--- src/rtl/alc_pkg.sv ---
// Shared constants, types and byte functions for the acknowledgment line checker.
`default_nettype none

package alc_pkg;

	localparam int unsigned MAX_LINE = 255;
	localparam int POS_W = 8;
	localparam int CRC_W = 16;
	localparam int CNT_W = 32;

	localparam logic [POS_W-1:0] LAST_POS = POS_W'(MAX_LINE);
	localparam logic [POS_W-1:0] TRAILER_LEN = POS_W'(4);
	localparam logic [POS_W-1:0] PREFIX_LEN = POS_W'(4);

	localparam logic [CRC_W-1:0] CRC_INIT = 16'hFFFF;
	localparam logic [CRC_W-1:0] CRC_POLY = 16'h1021;

	localparam logic [7:0] STAR_CHAR = 8'h2A;
	localparam logic [7:0] SPACE_CHAR = 8'h20;

	typedef enum logic [2:0] {
		RSN_OK       = 3'd0,
		RSN_NO_STAR  = 3'd1,
		RSN_CRC      = 3'd2,
		RSN_PREFIX   = 3'd3,
		RSN_NO_SPACE = 3'd4,
		RSN_COUNT    = 3'd5,
		RSN_TOO_LONG = 3'd6
	} reason_t;

	// Line state at the moment the last byte has been taken in.
	typedef struct packed {
		logic [CRC_W-1:0] head_crc;
		logic             star_vld;
		logic [POS_W-1:0] star_pos;
		logic [POS_W-1:0] last_ns_pos;
		logic [CRC_W-1:0] hex_val;
		logic             prefix_ok;
		logic             space_vld;
		logic [POS_W-1:0] space_pos;
		logic [CNT_W-1:0] count_val;
		logic             too_long;
	} line_snap_t;

	function automatic logic is_blank(input logic [7:0] b);
		return (b == SPACE_CHAR) || (b >= 8'h09 && b <= 8'h0D);
	endfunction

	function automatic logic [CRC_W-1:0] crc_byte(input logic [CRC_W-1:0] crc,
		input logic [7:0] b);
		logic [CRC_W-1:0] c;
		c = crc ^ {b, 8'h00};
		for (int k = 0; k < 8; k++) begin
			c = c[CRC_W-1] ? ((c << 1) ^ CRC_POLY) : (c << 1);
		end
		return c;
	endfunction

	// Upper bit flags a hex digit, lower four bits hold its value.
	function automatic logic [4:0] hex_digit(input logic [7:0] b);
		logic [7:0] v;
		v = 8'h00;
		if (b >= 8'h30 && b <= 8'h39) begin
			v = b - 8'h30;
			return {1'b1, v[3:0]};
		end
		if (b >= 8'h41 && b <= 8'h46) begin
			v = b - 8'h37;
			return {1'b1, v[3:0]};
		end
		if (b >= 8'h61 && b <= 8'h66) begin
			v = b - 8'h57;
			return {1'b1, v[3:0]};
		end
		return 5'b0_0000;
	endfunction

	function automatic logic [7:0] prefix_char(input logic [1:0] p);
		logic [7:0] c;
		unique case (p)
			2'd0: c = 8'h41;
			2'd1: c = 8'h43;
			2'd2: c = 8'h4B;
			default: c = SPACE_CHAR;
		endcase
		return c;
	endfunction

endpackage

`default_nettype wire

--- src/rtl/alc_line_track.sv ---
// Input register and per-byte line state: trimming, CRC, star trailer, prefix and count.
`default_nettype none

module alc_line_track import alc_pkg::*; (
	input  wire logic       clk,
	input  wire logic       arst_n,
	input  wire logic       in_valid,
	output logic            in_stall,
	input  wire logic [7:0] line_byte,
	input  wire logic       last_byte,
	input  wire logic       s2_ready,
	output logic            snap_load,
	output line_snap_t      snap
);

	logic             vld_s1;
	logic [7:0]       byte_s1;
	logic             last_s1;
	logic             fire;
	logic             in_take;

	logic [CRC_W-1:0] run_crc_q, run_crc_d;
	logic [CRC_W-1:0] head_crc_q, head_crc_d;
	logic [POS_W-1:0] pos_q, pos_d;
	logic             started_q, started_d;
	logic             star_vld_q, star_vld_d;
	logic [POS_W-1:0] star_pos_q, star_pos_d;
	logic [POS_W-1:0] last_ns_q, last_ns_d;
	logic [CRC_W-1:0] hex_q, hex_d;
	logic             hex_stop_q, hex_stop_d;
	logic             prefix_ok_q, prefix_ok_d;
	logic             space_vld_q, space_vld_d;
	logic [POS_W-1:0] space_pos_q, space_pos_d;
	logic [CNT_W-1:0] count_q, count_d;
	logic             count_end_q, count_end_d;
	logic             too_long_q, too_long_d;

	logic             blank;
	logic [4:0]       hex_dig;

	assign fire      = vld_s1 && (!last_s1 || s2_ready);
	assign in_stall  = vld_s1 && !fire;
	assign in_take   = in_valid && !in_stall;
	assign snap_load = fire && last_s1;

	always_ff @(posedge clk or negedge arst_n) begin
		if (!arst_n) begin
			vld_s1 <= 1'b0;
		end else if (in_take) begin
			vld_s1 <= 1'b1;
		end else if (fire) begin
			vld_s1 <= 1'b0;
		end
	end

	always_ff @(posedge clk) begin
		if (in_take) begin
			byte_s1 <= line_byte;
			last_s1 <= last_byte;
		end
	end

	assign blank   = is_blank(byte_s1);
	assign hex_dig = hex_digit(byte_s1);

	always_comb begin
		run_crc_d   = run_crc_q;
		head_crc_d  = head_crc_q;
		pos_d       = pos_q;
		started_d   = started_q;
		star_vld_d  = star_vld_q;
		star_pos_d  = star_pos_q;
		last_ns_d   = last_ns_q;
		hex_d       = hex_q;
		hex_stop_d  = hex_stop_q;
		prefix_ok_d = prefix_ok_q;
		space_vld_d = space_vld_q;
		space_pos_d = space_pos_q;
		count_d     = count_q;
		count_end_d = count_end_q;
		too_long_d  = too_long_q;
		if (started_q || !blank) begin
			started_d = 1'b1;
			if (pos_q == LAST_POS) begin
				if (!blank) begin
					too_long_d = 1'b1;
				end
			end else begin
				if (byte_s1 == STAR_CHAR) begin
					head_crc_d = run_crc_q;
					star_vld_d = 1'b1;
					star_pos_d = pos_q;
					hex_d      = '0;
					hex_stop_d = 1'b0;
				end else if (star_vld_q && !hex_stop_q &&
					(pos_q - star_pos_q) <= TRAILER_LEN) begin
					if (!hex_dig[4]) begin
						hex_stop_d = 1'b1;
					end else begin
						hex_d = {hex_q[CRC_W-5:0], hex_dig[3:0]};
					end
				end
				run_crc_d = crc_byte(run_crc_q, byte_s1);
				if (!blank) begin
					last_ns_d = pos_q;
				end
				if (pos_q < PREFIX_LEN && byte_s1 != prefix_char(pos_q[1:0])) begin
					prefix_ok_d = 1'b0;
				end
				if (pos_q >= PREFIX_LEN && !space_vld_q) begin
					if (byte_s1 == SPACE_CHAR) begin
						space_vld_d = 1'b1;
						space_pos_d = pos_q;
						count_end_d = 1'b1;
					end else if (!count_end_q) begin
						if (byte_s1 >= 8'h30 && byte_s1 <= 8'h39) begin
							count_d = {count_q[CNT_W-4:0], 3'b000} +
								{count_q[CNT_W-2:0], 1'b0} +
								CNT_W'(byte_s1[3:0]);
						end else begin
							count_end_d = 1'b1;
						end
					end
				end
				pos_d = pos_q + POS_W'(1);
			end
		end
	end

	always_comb begin
		snap.head_crc    = head_crc_d;
		snap.star_vld    = star_vld_d;
		snap.star_pos    = star_pos_d;
		snap.last_ns_pos = last_ns_d;
		snap.hex_val     = hex_d;
		snap.prefix_ok   = prefix_ok_d;
		snap.space_vld   = space_vld_d;
		snap.space_pos   = space_pos_d;
		snap.count_val   = count_d;
		snap.too_long    = too_long_d;
	end

	always_ff @(posedge clk or negedge arst_n) begin
		if (!arst_n) begin
			run_crc_q   <= CRC_INIT;
			head_crc_q  <= CRC_INIT;
			pos_q       <= '0;
			started_q   <= 1'b0;
			star_vld_q  <= 1'b0;
			star_pos_q  <= '0;
			last_ns_q   <= '0;
			hex_q       <= '0;
			hex_stop_q  <= 1'b0;
			prefix_ok_q <= 1'b1;
			space_vld_q <= 1'b0;
			space_pos_q <= '0;
			count_q     <= '0;
			count_end_q <= 1'b0;
			too_long_q  <= 1'b0;
		end else if (fire) begin
			if (last_s1) begin
				run_crc_q   <= CRC_INIT;
				head_crc_q  <= CRC_INIT;
				pos_q       <= '0;
				started_q   <= 1'b0;
				star_vld_q  <= 1'b0;
				star_pos_q  <= '0;
				last_ns_q   <= '0;
				hex_q       <= '0;
				hex_stop_q  <= 1'b0;
				prefix_ok_q <= 1'b1;
				space_vld_q <= 1'b0;
				space_pos_q <= '0;
				count_q     <= '0;
				count_end_q <= 1'b0;
				too_long_q  <= 1'b0;
			end else begin
				run_crc_q   <= run_crc_d;
				head_crc_q  <= head_crc_d;
				pos_q       <= pos_d;
				started_q   <= started_d;
				star_vld_q  <= star_vld_d;
				star_pos_q  <= star_pos_d;
				last_ns_q   <= last_ns_d;
				hex_q       <= hex_d;
				hex_stop_q  <= hex_stop_d;
				prefix_ok_q <= prefix_ok_d;
				space_vld_q <= space_vld_d;
				space_pos_q <= space_pos_d;
				count_q     <= count_d;
				count_end_q <= count_end_d;
				too_long_q  <= too_long_d;
			end
		end
	end

endmodule

`default_nettype wire

--- src/rtl/alc_judge.sv ---
// Line snapshot register, final checks against the expected counter, and result register.
`default_nettype none

module alc_judge import alc_pkg::*; (
	input  wire logic             clk,
	input  wire logic             arst_n,
	input  wire logic             cfg_wr_en,
	input  wire logic [CNT_W-1:0] cfg_wr_data,
	input  wire logic             snap_load,
	input  wire line_snap_t       snap,
	output logic                  s2_ready,
	output logic                  out_valid,
	input  wire logic             out_stall,
	output logic                  accepted,
	output logic [2:0]            reject_reason,
	output logic [CNT_W-1:0]      ack_counter,
	output logic [CRC_W-1:0]      received_crc,
	output logic [CRC_W-1:0]      computed_crc,
	output logic [POS_W-1:0]      status_start,
	output logic [POS_W-1:0]      status_length
);

	logic [CNT_W-1:0] expected_q;
	logic             vld_s2;
	line_snap_t       snap_s2;
	logic             out_vld_q;
	logic             out_ready;
	logic             out_load;

	reason_t          rsn;
	logic [CNT_W-1:0] cnt;
	logic [CRC_W-1:0] rx_crc;
	logic [CRC_W-1:0] hd_crc;
	logic [POS_W-1:0] st_start;
	logic [POS_W-1:0] st_len;
	logic [POS_W-1:0] trail_gap;

	reason_t          rsn_q;
	logic [CNT_W-1:0] cnt_q;
	logic [CRC_W-1:0] rx_crc_q;
	logic [CRC_W-1:0] hd_crc_q;
	logic [POS_W-1:0] st_start_q;
	logic [POS_W-1:0] st_len_q;

	assign out_ready = !out_vld_q || !out_stall;
	assign s2_ready  = !vld_s2 || out_ready;
	assign out_load  = vld_s2 && out_ready;

	always_ff @(posedge clk or negedge arst_n) begin
		if (!arst_n) begin
			expected_q <= '0;
		end else if (cfg_wr_en) begin
			expected_q <= cfg_wr_data;
		end
	end

	always_ff @(posedge clk or negedge arst_n) begin
		if (!arst_n) begin
			vld_s2    <= 1'b0;
			out_vld_q <= 1'b0;
		end else begin
			if (snap_load) begin
				vld_s2 <= 1'b1;
			end else if (out_load) begin
				vld_s2 <= 1'b0;
			end
			if (out_load) begin
				out_vld_q <= 1'b1;
			end else if (!out_stall) begin
				out_vld_q <= 1'b0;
			end
		end
	end

	always_ff @(posedge clk) begin
		if (snap_load) begin
			snap_s2 <= snap;
		end
	end

	assign trail_gap = snap_s2.last_ns_pos - snap_s2.star_pos;

	// Checks are ordered so that the first failing one names the reason.
	always_comb begin
		rsn      = RSN_OK;
		cnt      = '0;
		rx_crc   = '0;
		hd_crc   = '0;
		st_start = '0;
		st_len   = '0;
		if (snap_s2.too_long) begin
			rsn = RSN_TOO_LONG;
		end else if (!snap_s2.star_vld || trail_gap < TRAILER_LEN) begin
			rsn = RSN_NO_STAR;
		end else begin
			rx_crc = snap_s2.hex_val;
			hd_crc = snap_s2.head_crc;
			if (snap_s2.hex_val != snap_s2.head_crc) begin
				rsn = RSN_CRC;
			end else if (!snap_s2.prefix_ok || snap_s2.star_pos < PREFIX_LEN) begin
				rsn = RSN_PREFIX;
			end else if (!snap_s2.space_vld || snap_s2.space_pos > snap_s2.star_pos) begin
				rsn = RSN_NO_SPACE;
			end else begin
				rsn      = (snap_s2.count_val == expected_q) ? RSN_OK : RSN_COUNT;
				cnt      = snap_s2.count_val;
				st_start = snap_s2.space_pos + POS_W'(1);
				st_len   = snap_s2.star_pos - snap_s2.space_pos - POS_W'(1);
			end
		end
	end

	always_ff @(posedge clk) begin
		if (out_load) begin
			rsn_q      <= rsn;
			cnt_q      <= cnt;
			rx_crc_q   <= rx_crc;
			hd_crc_q   <= hd_crc;
			st_start_q <= st_start;
			st_len_q   <= st_len;
		end
	end

	assign out_valid     = out_vld_q;
	assign accepted      = (rsn_q == RSN_OK);
	assign reject_reason = rsn_q;
	assign ack_counter   = cnt_q;
	assign received_crc  = rx_crc_q;
	assign computed_crc  = hd_crc_q;
	assign status_start  = st_start_q;
	assign status_length = st_len_q;

endmodule

`default_nettype wire

--- src/rtl/ack_line_checker_unit.sv ---
// Top level of the acknowledgment line checker: byte tracking followed by the line verdict.
//
//   Channel  Direction  Handshake             Payload
//   cfg      in         cfg_wr_en             cfg_wr_data (expected counter)
//   in       in         in_valid / in_stall   line_byte, last_byte
//   out      out        out_valid / out_stall accepted, reject_reason, ack_counter,
//                                             received_crc, computed_crc,
//                                             status_start, status_length
//
// One byte item is taken every cycle unless a last byte waits on the snapshot register; the
// unrolled eight-bit CRC step sets the byte path. A verdict passes the snapshot, then the result register.
// Reset returns the line state to its start values and clears the expected counter.
// A stalled result holds in the output register while one more line closes behind it.
`default_nettype none

module ack_line_checker_unit import alc_pkg::*; (
	input  wire logic             clk,
	input  wire logic             arst_n,
	input  wire logic             cfg_wr_en,
	input  wire logic [CNT_W-1:0] cfg_wr_data,
	input  wire logic             in_valid,
	output logic                  in_stall,
	input  wire logic [7:0]       line_byte,
	input  wire logic             last_byte,
	output logic                  out_valid,
	input  wire logic             out_stall,
	output logic                  accepted,
	output logic [2:0]            reject_reason,
	output logic [CNT_W-1:0]      ack_counter,
	output logic [CRC_W-1:0]      received_crc,
	output logic [CRC_W-1:0]      computed_crc,
	output logic [POS_W-1:0]      status_start,
	output logic [POS_W-1:0]      status_length
);

	logic       s2_ready;
	logic       snap_load;
	line_snap_t snap;

	alc_line_track u_track (
		.clk       (clk),
		.arst_n    (arst_n),
		.in_valid  (in_valid),
		.in_stall  (in_stall),
		.line_byte (line_byte),
		.last_byte (last_byte),
		.s2_ready  (s2_ready),
		.snap_load (snap_load),
		.snap      (snap)
	);

	alc_judge u_judge (
		.clk           (clk),
		.arst_n        (arst_n),
		.cfg_wr_en     (cfg_wr_en),
		.cfg_wr_data   (cfg_wr_data),
		.snap_load     (snap_load),
		.snap          (snap),
		.s2_ready      (s2_ready),
		.out_valid     (out_valid),
		.out_stall     (out_stall),
		.accepted      (accepted),
		.reject_reason (reject_reason),
		.ack_counter   (ack_counter),
		.received_crc  (received_crc),
		.computed_crc  (computed_crc),
		.status_start  (status_start),
		.status_length (status_length)
	);

endmodule

`default_nettype wire

--- config.mk ---
export PLATFORM = sky130hd
export DESIGN_NAME = ack_line_checker_unit
export DESIGN_NICKNAME = d
export VERILOG_FILES = /design/src/rtl/alc_pkg.sv /design/src/rtl/alc_line_track.sv /design/src/rtl/alc_judge.sv /design/src/rtl/ack_line_checker_unit.sv
export SDC_FILE = /design/constraint.sdc
export NUM_CORES = 1
export LEC_CHECK = 0
export ABC_CLOCK_PERIOD_IN_PS = 6400
export BUFFER_PORTS_ARGS = -buffer_cell sky130_fd_sc_hd__buf_2
export CAP_MARGIN = 20
export CORE_ASPECT_RATIO = 1.4
export CORE_MARGIN = 4
export CORE_UTILIZATION = 25
export CTS_CLUSTER_DIAMETER = 80
export DETAILED_ROUTE_END_ITERATION = 8
export PLACE_DENSITY_LB_ADDON = 0.3
export SYNTH_ARGS = -nofsm -noshare
export SYNTH_HDL_FRONTEND = slang
export SYNTH_SLANG_ARGS = --single-unit
--- constraint.sdc ---
create_clock -name clk -period 6.4 [get_ports clk]
set_input_delay 0.32 -clock clk [delete_from_list [all_inputs] [get_ports clk]]
set_output_delay 0.32 -clock clk [all_outputs]
set_load 0.01 [all_outputs]
After elaboration in Yosys (flattened, before gate mapping):

Cells that the tools add are included.

* $add $sub $neg: 11
* order comparisons: 14
* eq/ne operators: 11
* mux-type cells: 102
* bitwise gates (word level): 9
* reductions and logical operators: 46

Operators by type and width (number)
* $mux W32: 7
* $mux W16: 13
* $mux W8: 18
* $mux W13: 8
* $mux W1: 44
* $add A32 B32 Y32: 1
* $add A32 B4 Y32: 1
* $eq A32 B32 Y1: 1
* $mux W5: 6
* $lt A8 B3 Y1 const B: 3
* $not A3 Y3: 8
* $sub A8 B8 Y8: 3
* $pmux W7 S3: 1
* $add A8 B1 Y8 const B: 2
* $eq A8 B6 Y1 const B: 2
* $ge A8 B7 Y1 const B: 2
* $le A8 B7 Y1 const B: 2
* $ne A16 B16 Y1: 1
* $xor A16 B16 Y16: 1
* $mux W3: 5
* $logic_and A1 B1 Y1: 13
* $logic_not A1 Y1: 12
* $eq A8 B8 Y1 const B: 1
* $ge A8 B3 Y1 const B: 1
* other kinds (25): 37

* register bits: 338
* input port bits: 46
* output and inout port bits: 86
* word-level logic and storage cells: 230

Logic depth before layout (Yosys ltp):

* depth in word-level cells: 20
* mapped depth: 13
* gate-level depth less buffers: 13

Modules after synthesis:

Synthesis repeated with hierarchy kept, for this count alone.

* cell total of the unflattened synthesis: 1484
* area total of the unflattened synthesis: 17665.7 µm²

By module, submodules not included
* alc_line_track: times used 1, cells an instance 945, area each 9029.9 µm², seq. area each 3314.4 µm²
* alc_judge: times used 1, cells an instance 539, area each 8635.8 µm², seq. area each 6105.9 µm²

Worst setup path after synthesis:

Ideal clock, no wire load.

* kind: register -> register
* start point: register u_judge.out_vld_q, in the netlist u_judge.out_valid
* end point: register u_judge.cnt_q[0], in the netlist u_judge.ack_counter[0] (enable)
* library setup time: 0.650 ns
* arrival time: 6.412 ns
* required time: 5.750 ns
* path slack: -0.662 ns
* cell stages (with the launch flop): 2
* path buffers: 0
* period minus slack after synthesis: 7.062 ns
* cell sequence: dfrtp_1 a21boi_0

* longest elaborated chain between the ends: 3

RTL lines
* start: declaration: RTL line alc_judge.sv:26 `logic out_vld_q;`
* start signal: assignment: RTL line alc_judge.sv:60 `out_vld_q <= 1'b0;`
* start signal: assignment: RTL line alc_judge.sv:68 `out_vld_q <= 1'b1;`
* start signal: assignment: RTL line alc_judge.sv:70 `out_vld_q <= 1'b0;`
* $logic_not A1 Y1: RTL line alc_judge.sv:45 `assign out_ready = !out_vld_q || !out_stall;`
* $logic_or A1 B1 Y1: RTL line alc_judge.sv:45
* $logic_and A1 B1 Y1: RTL line alc_judge.sv:47 `assign out_load = vld_s2 && out_ready;`
* net u_judge.out_load: RTL line alc_judge.sv:28 `logic out_load;`
* end signal: assignment: RTL line alc_judge.sv:116 `cnt_q <= cnt;`
* end: declaration: RTL line alc_judge.sv:39 `logic [CNT_W-1:0] cnt_q;`

The timed path passes the listed nets, and every way through them passes these cells.
A chain may end at the register's enable or synchronous reset.

==> results.json <==
{
  "status": "completed",
  "vias_per_cell": 4.60,
  "start_util": 0.251,
  "worstHoldEndpoint": "u_judge.expected_q[27]",
  "maxSlewHeadroom": 0.287,
  "grt_max_degree": 96,
  "n_fill_cell": 6873,
  "route.detailed.drc": 0,
  "final_worst_path_period_share": 0.642,
  "finClkSkew_ns": 0.0286,
  "fin_nets": 1714,
  "global_route.usage.met2": 0.232,
  "vias": 11300,
  "cts-root-to-sink-buffers": 3,
  "placementRows": 113,
  "use_met1": 0.135,
  "grt.overflow.total": 0,
  "synth_adder_area_share": 0.0726,
  "finalWirelength_um": 44800,
  "final_hold_vios": 0,
  "criticalPathCategory": "reg2reg",
  "syn_inst": 1413,
  "worst-slew-pin-transition_ns": 1.07,
  "core-area_mm2": 0.0677,
  "ys_warn_count": 0,
  "finish.instance_area_mm2": 0.0202,
  "cts_num_sinks": 338,
  "cts.repair.resized": 0,
  "finalHoldWorstSlack_ns": 0.0331,
  "design_power_total_mw": 5.56,
  "horiz_die_dim_um": 229,
  "cts_hold_buffers": 28,
  "grt_antenna_before_repair": 6,
  "gp_congestion": 0.808,
  "yosys.area_share.simple": 0.113,
  "synthArstFlopShare": 0.456,
  "cts.htree.levels": 2,
  "root_buffer_cell": "sky130_fd_sc_hd__clkbuf_16",
  "final-max-slew-violation-count": 0,
  "most_used_routing_layer_in_global_routing": "met2",
  "pwr_density_cell_mw_per_mm2": 275,
  "grt_setup_unrepaired": "no",
  "port_buffers": 131,
  "synthesis.area_per_instance_um2": 12.1,
  "muxShareOfSynthArea": 0.0580,
  "die_area_mm2": 0.0724,
  "r2r-end": "u_judge.snap_s2[29]",
  "dpl-instance-area_mm2": 0.0187,
  "rr_startpoint": "u_track.byte_s1[3]",
  "postSynth.topFlopCell": "sky130_fd_sc_hd__edfxtp_1",
  "clk_pin_slew_worst_setup_hold_paths_ns": 0.06,
  "overall_global_routing_resource_usage": 0.121,
  "cp.required_ns": 6.66,
  "hold_path_class": "in2reg",
  "worst_skew_pair.late_latency_ns": 0.54,
  "ys_ff_latch": 338,
  "postRouteAntennaNets": 0,
  "met3_routing_resource_usage_after_global_routing": 0.0192,
  "grt_pass1_vias": 11900,
  "tritoncts": "done",
  "crit_arrival_ns": 4.37,
  "die_y_um": 317,
  "synth_area_in_xor_xnor": 0.0648,
  "seq_area_frac_synth": 0.553,
  "synth_area_in_compound_gates": 0.114,
  "detail_route.first_pass.iterations": 5,
  "min_from": "cfg_wr_data[27]",
  "initialDrtViolationCount": 544,
  "final_period_minus_worst_setup_slack_ns": 4.11,
  "synth_area_mm2": 0.0170,
  "worst-path-max-fanout": 6,
  "detail_route.wl_per_cell_um": 18.2,
  "ff2ff_path_depth": 13,
  "multi_input_area_mm2": 0.00722,
  "yosys.cell_types.count": 75,
  "detailed_place_hpwl_um": 32200,
  "boundaryPins": 132,
  "max_cap_violations": 0,
  "ff2ff_setup_slack_ns": 2.29,
  "area_growth_pct": 18.9,
  "layout-drive-gt1-share": 0.199,
  "hold_path_depth": 2,
  "end_kind": "register",
  "postSynthNetCount": 1556,
  "clock.fmax_ghz": 0.243,
  "count_of_flip_flops_with_a_built_in_enable_after_synthesis": 184,
  "total_negative_setup_slacks_ns": 0,
  "synth_top_family_by_area": "compound AO/OA/AOI/OAI gates",
  "area.sequential_mm2": 0.00942,
  "static-leakage-power_nw": 8.40,
  "post-cts-setup-buffer-count": 0,
  "first_pass_grt_wire_length_um": 69500,
  "crit_path_start_kind": "register",
  "cts_made_buffers": 37,
  "vdd_drop_max_v": 0.000179,
  "finalSetupViolations": 0
}
[how the worst max path moves through the flow]
stage | cells past startpoint | start | to
5_1_grt | 13 | u_track.byte_s1[3] | u_judge.snap_s2[29]
4_1_cts | 13 | u_track.byte_s1[3] | u_judge.snap_s2[29]
3_3_place_gp | 13 | u_track.byte_s1[3] | u_judge.snap_s2[29]
6_report | 13 | u_track.byte_s1[3] | u_judge.snap_s2[29]
3_5_place_dp | 13 | u_track.byte_s1[3] | u_judge.snap_s2[29]
2_1_floorplan | 1 | u_judge.vld_s2 | u_judge.ack_counter[0]
[area by class of cell]
cell class / instances / share of cell area
clock inverter: 15 / 0.00927
timing repair buffer: 174 / 0.0521
inverter: 49 / 0.00921
sequential: 338 / 0.465
tap: 862 / 0.0533
antenna: 4 / 0.000495
clock buffer: 53 / 0.0533
multi-input combinational: 971 / 0.357
[critical path, stage by stage, from the launching register on]
cell and delay, ns:
sky130_fd_sc_hd__edfxtp_1 0.49, sky130_fd_sc_hd__inv_2 0.13, sky130_fd_sc_hd__fa_1 0.50, sky130_fd_sc_hd__inv_1 0.07
sky130_fd_sc_hd__fa_1 0.46, sky130_fd_sc_hd__a21o_1 0.17, sky130_fd_sc_hd__a21oi_1 0.27, sky130_fd_sc_hd__o21a_1 0.19
sky130_fd_sc_hd__o211ai_1 0.19, sky130_fd_sc_hd__a311oi_2 0.47, sky130_fd_sc_hd__a21oi_1 0.23, sky130_fd_sc_hd__o41ai_2 0.35
sky130_fd_sc_hd__xor2_1 0.21, sky130_fd_sc_hd__o21ai_0 0.10
[metrics by stage]
stage | utilization | setup slack, ns | std cells
6_report | 0.299 | 2.29 | 2466
4_1_cts | 0.299 | 2.32 | 2461
3_5_place_dp | 0.276 | 2.35 | 2365
2_1_floorplan | - | 1.52 | 1413
5_1_grt | 0.299 | 2.01 | 2464
3_3_place_gp | 0.276 | 2.43 | 2365
[flip-flops by register name (all words and copies together) (netlist names), 3 cells and up]
register / count
u_track.byte_s1: 8
u_judge.status_length: 8
u_judge.expected_q: 32
u_judge.snap_s2: 92
u_track.count_q: 32
u_judge.status_start: 8
u_track.head_crc_q: 16
u_judge.ack_counter: 32
u_track.hex_q: 16
u_judge.reject_reason: 3
u_judge.received_crc: 16
u_track.last_ns_q: 8
u_track.pos_q: 8
u_track.run_crc_q: 16
u_track.space_pos_q: 8
u_judge.computed_crc: 16
u_track.star_pos_q: 8
[cells in the mapped netlist (3+ instances only)]
cell,number,area [µm²]
sky130_fd_sc_hd__o21ai_0,42,210
sky130_fd_sc_hd__fa_1,3,60.1
sky130_fd_sc_hd__o21ai_1,16,80.1
sky130_fd_sc_hd__nor2b_1,6,37.5
sky130_fd_sc_hd__and2_1,82,513
sky130_fd_sc_hd__a211oi_1,8,60.1
sky130_fd_sc_hd__mux2_1,10,113
sky130_fd_sc_hd__nand2b_1,8,50.1
sky130_fd_sc_hd__buf_1,4,15.0
sky130_fd_sc_hd__o221ai_1,5,43.8
sky130_fd_sc_hd__a21o_1,24,180
sky130_fd_sc_hd__o211ai_1,4,30.0
sky130_fd_sc_hd__nand3_1,23,115
sky130_fd_sc_hd__mux2i_1,20,200
sky130_fd_sc_hd__buf_2,11,55.1
sky130_fd_sc_hd__a2bb2oi_1,5,43.8
sky130_fd_sc_hd__o21a_1,3,22.5
sky130_fd_sc_hd__ha_1,94,1180
sky130_fd_sc_hd__nor4_1,13,81.3
sky130_fd_sc_hd__or2_2,5,31.3
sky130_fd_sc_hd__o21bai_1,12,90.1
sky130_fd_sc_hd__o2bb2ai_1,3,26.3
sky130_fd_sc_hd__nor3_1,5,25.0
sky130_fd_sc_hd__xor2_1,61,534
sky130_fd_sc_hd__dfstp_2,33,867
sky130_fd_sc_hd__edfxtp_1,184,5530
sky130_fd_sc_hd__dfrtp_1,121,3030
sky130_fd_sc_hd__a22o_1,32,280
sky130_fd_sc_hd__mux2_2,60,676
sky130_fd_sc_hd__o22a_1,16,140
sky130_fd_sc_hd__nand2_1,134,503
sky130_fd_sc_hd__o31ai_1,21,158
sky130_fd_sc_hd__clkbuf_1,37,139
sky130_fd_sc_hd__nor2_1,69,259
sky130_fd_sc_hd__a22oi_1,6,45.0
sky130_fd_sc_hd__a31oi_1,8,50.1
sky130_fd_sc_hd__nand4b_1,3,26.3
sky130_fd_sc_hd__inv_1,48,180
sky130_fd_sc_hd__xnor2_1,65,569
sky130_fd_sc_hd__nand4_1,19,119
sky130_fd_sc_hd__a21oi_1,44,220
sky130_fd_sc_hd__and3_1,6,37.5
[logic make-up after synthesis]
logic type / count (synthesis)
AOI/OAI and AO/OA: 274
xor gates and xnor gates: 126
adders and majority gates: 97
buffers and inverters: 104
DFF: 338
muxes: 90
and+or+nand+nor: 384
[power by group]
part | total, mW | switching, mW | leakage, nW | internal [mW]
clock network | 2.23 | 0.914 | 0.612 | 1.31
registers | 2.63 | 0.139 | 3.67 | 2.49
logic | 0.705 | 0.407 | 4.12 | 0.298
total | 5.56 | 1.46 | 8.40 | 4.10
[layer usage]
layer / share of wire / vias up
met2: 0.54 / 195
li1: - / 5454
met5: 0.00060 / -
met1: 0.39 / 5624
met4: 0.029 / 4
met3: 0.036 / 66
[placed cells by master, fill, tap and decap left out, types with 19 or more instances in the layout]
cell | Yosys | final
sky130_fd_sc_hd__mux2_2 | 60 | 60
sky130_fd_sc_hd__dfrtp_1 | 121 | 121
sky130_fd_sc_hd__dlygate4sd3_1 | 0 | 28
sky130_fd_sc_hd__nor2_1 | 69 | 68
sky130_fd_sc_hd__a21oi_1 | 44 | 44
sky130_fd_sc_hd__nand4_1 | 19 | 19
sky130_fd_sc_hd__buf_2 | 11 | 130
sky130_fd_sc_hd__a22o_1 | 32 | 32
sky130_fd_sc_hd__edfxtp_1 | 184 | 184
sky130_fd_sc_hd__clkbuf_16 | 0 | 40
sky130_fd_sc_hd__inv_1 | 48 | 47
sky130_fd_sc_hd__a21o_1 | 24 | 24
sky130_fd_sc_hd__nand2_1 | 134 | 133
sky130_fd_sc_hd__xnor2_1 | 65 | 65
sky130_fd_sc_hd__ha_1 | 94 | 94
sky130_fd_sc_hd__o21ai_0 | 42 | 42
sky130_fd_sc_hd__o31ai_1 | 21 | 21
sky130_fd_sc_hd__and2_1 | 82 | 82
sky130_fd_sc_hd__xor2_1 | 61 | 61
sky130_fd_sc_hd__mux2i_1 | 20 | 20
sky130_fd_sc_hd__nand3_1 | 23 | 23
sky130_fd_sc_hd__dfstp_2 | 33 | 33
Note: power is estimated with default switching activity, not from simulation.
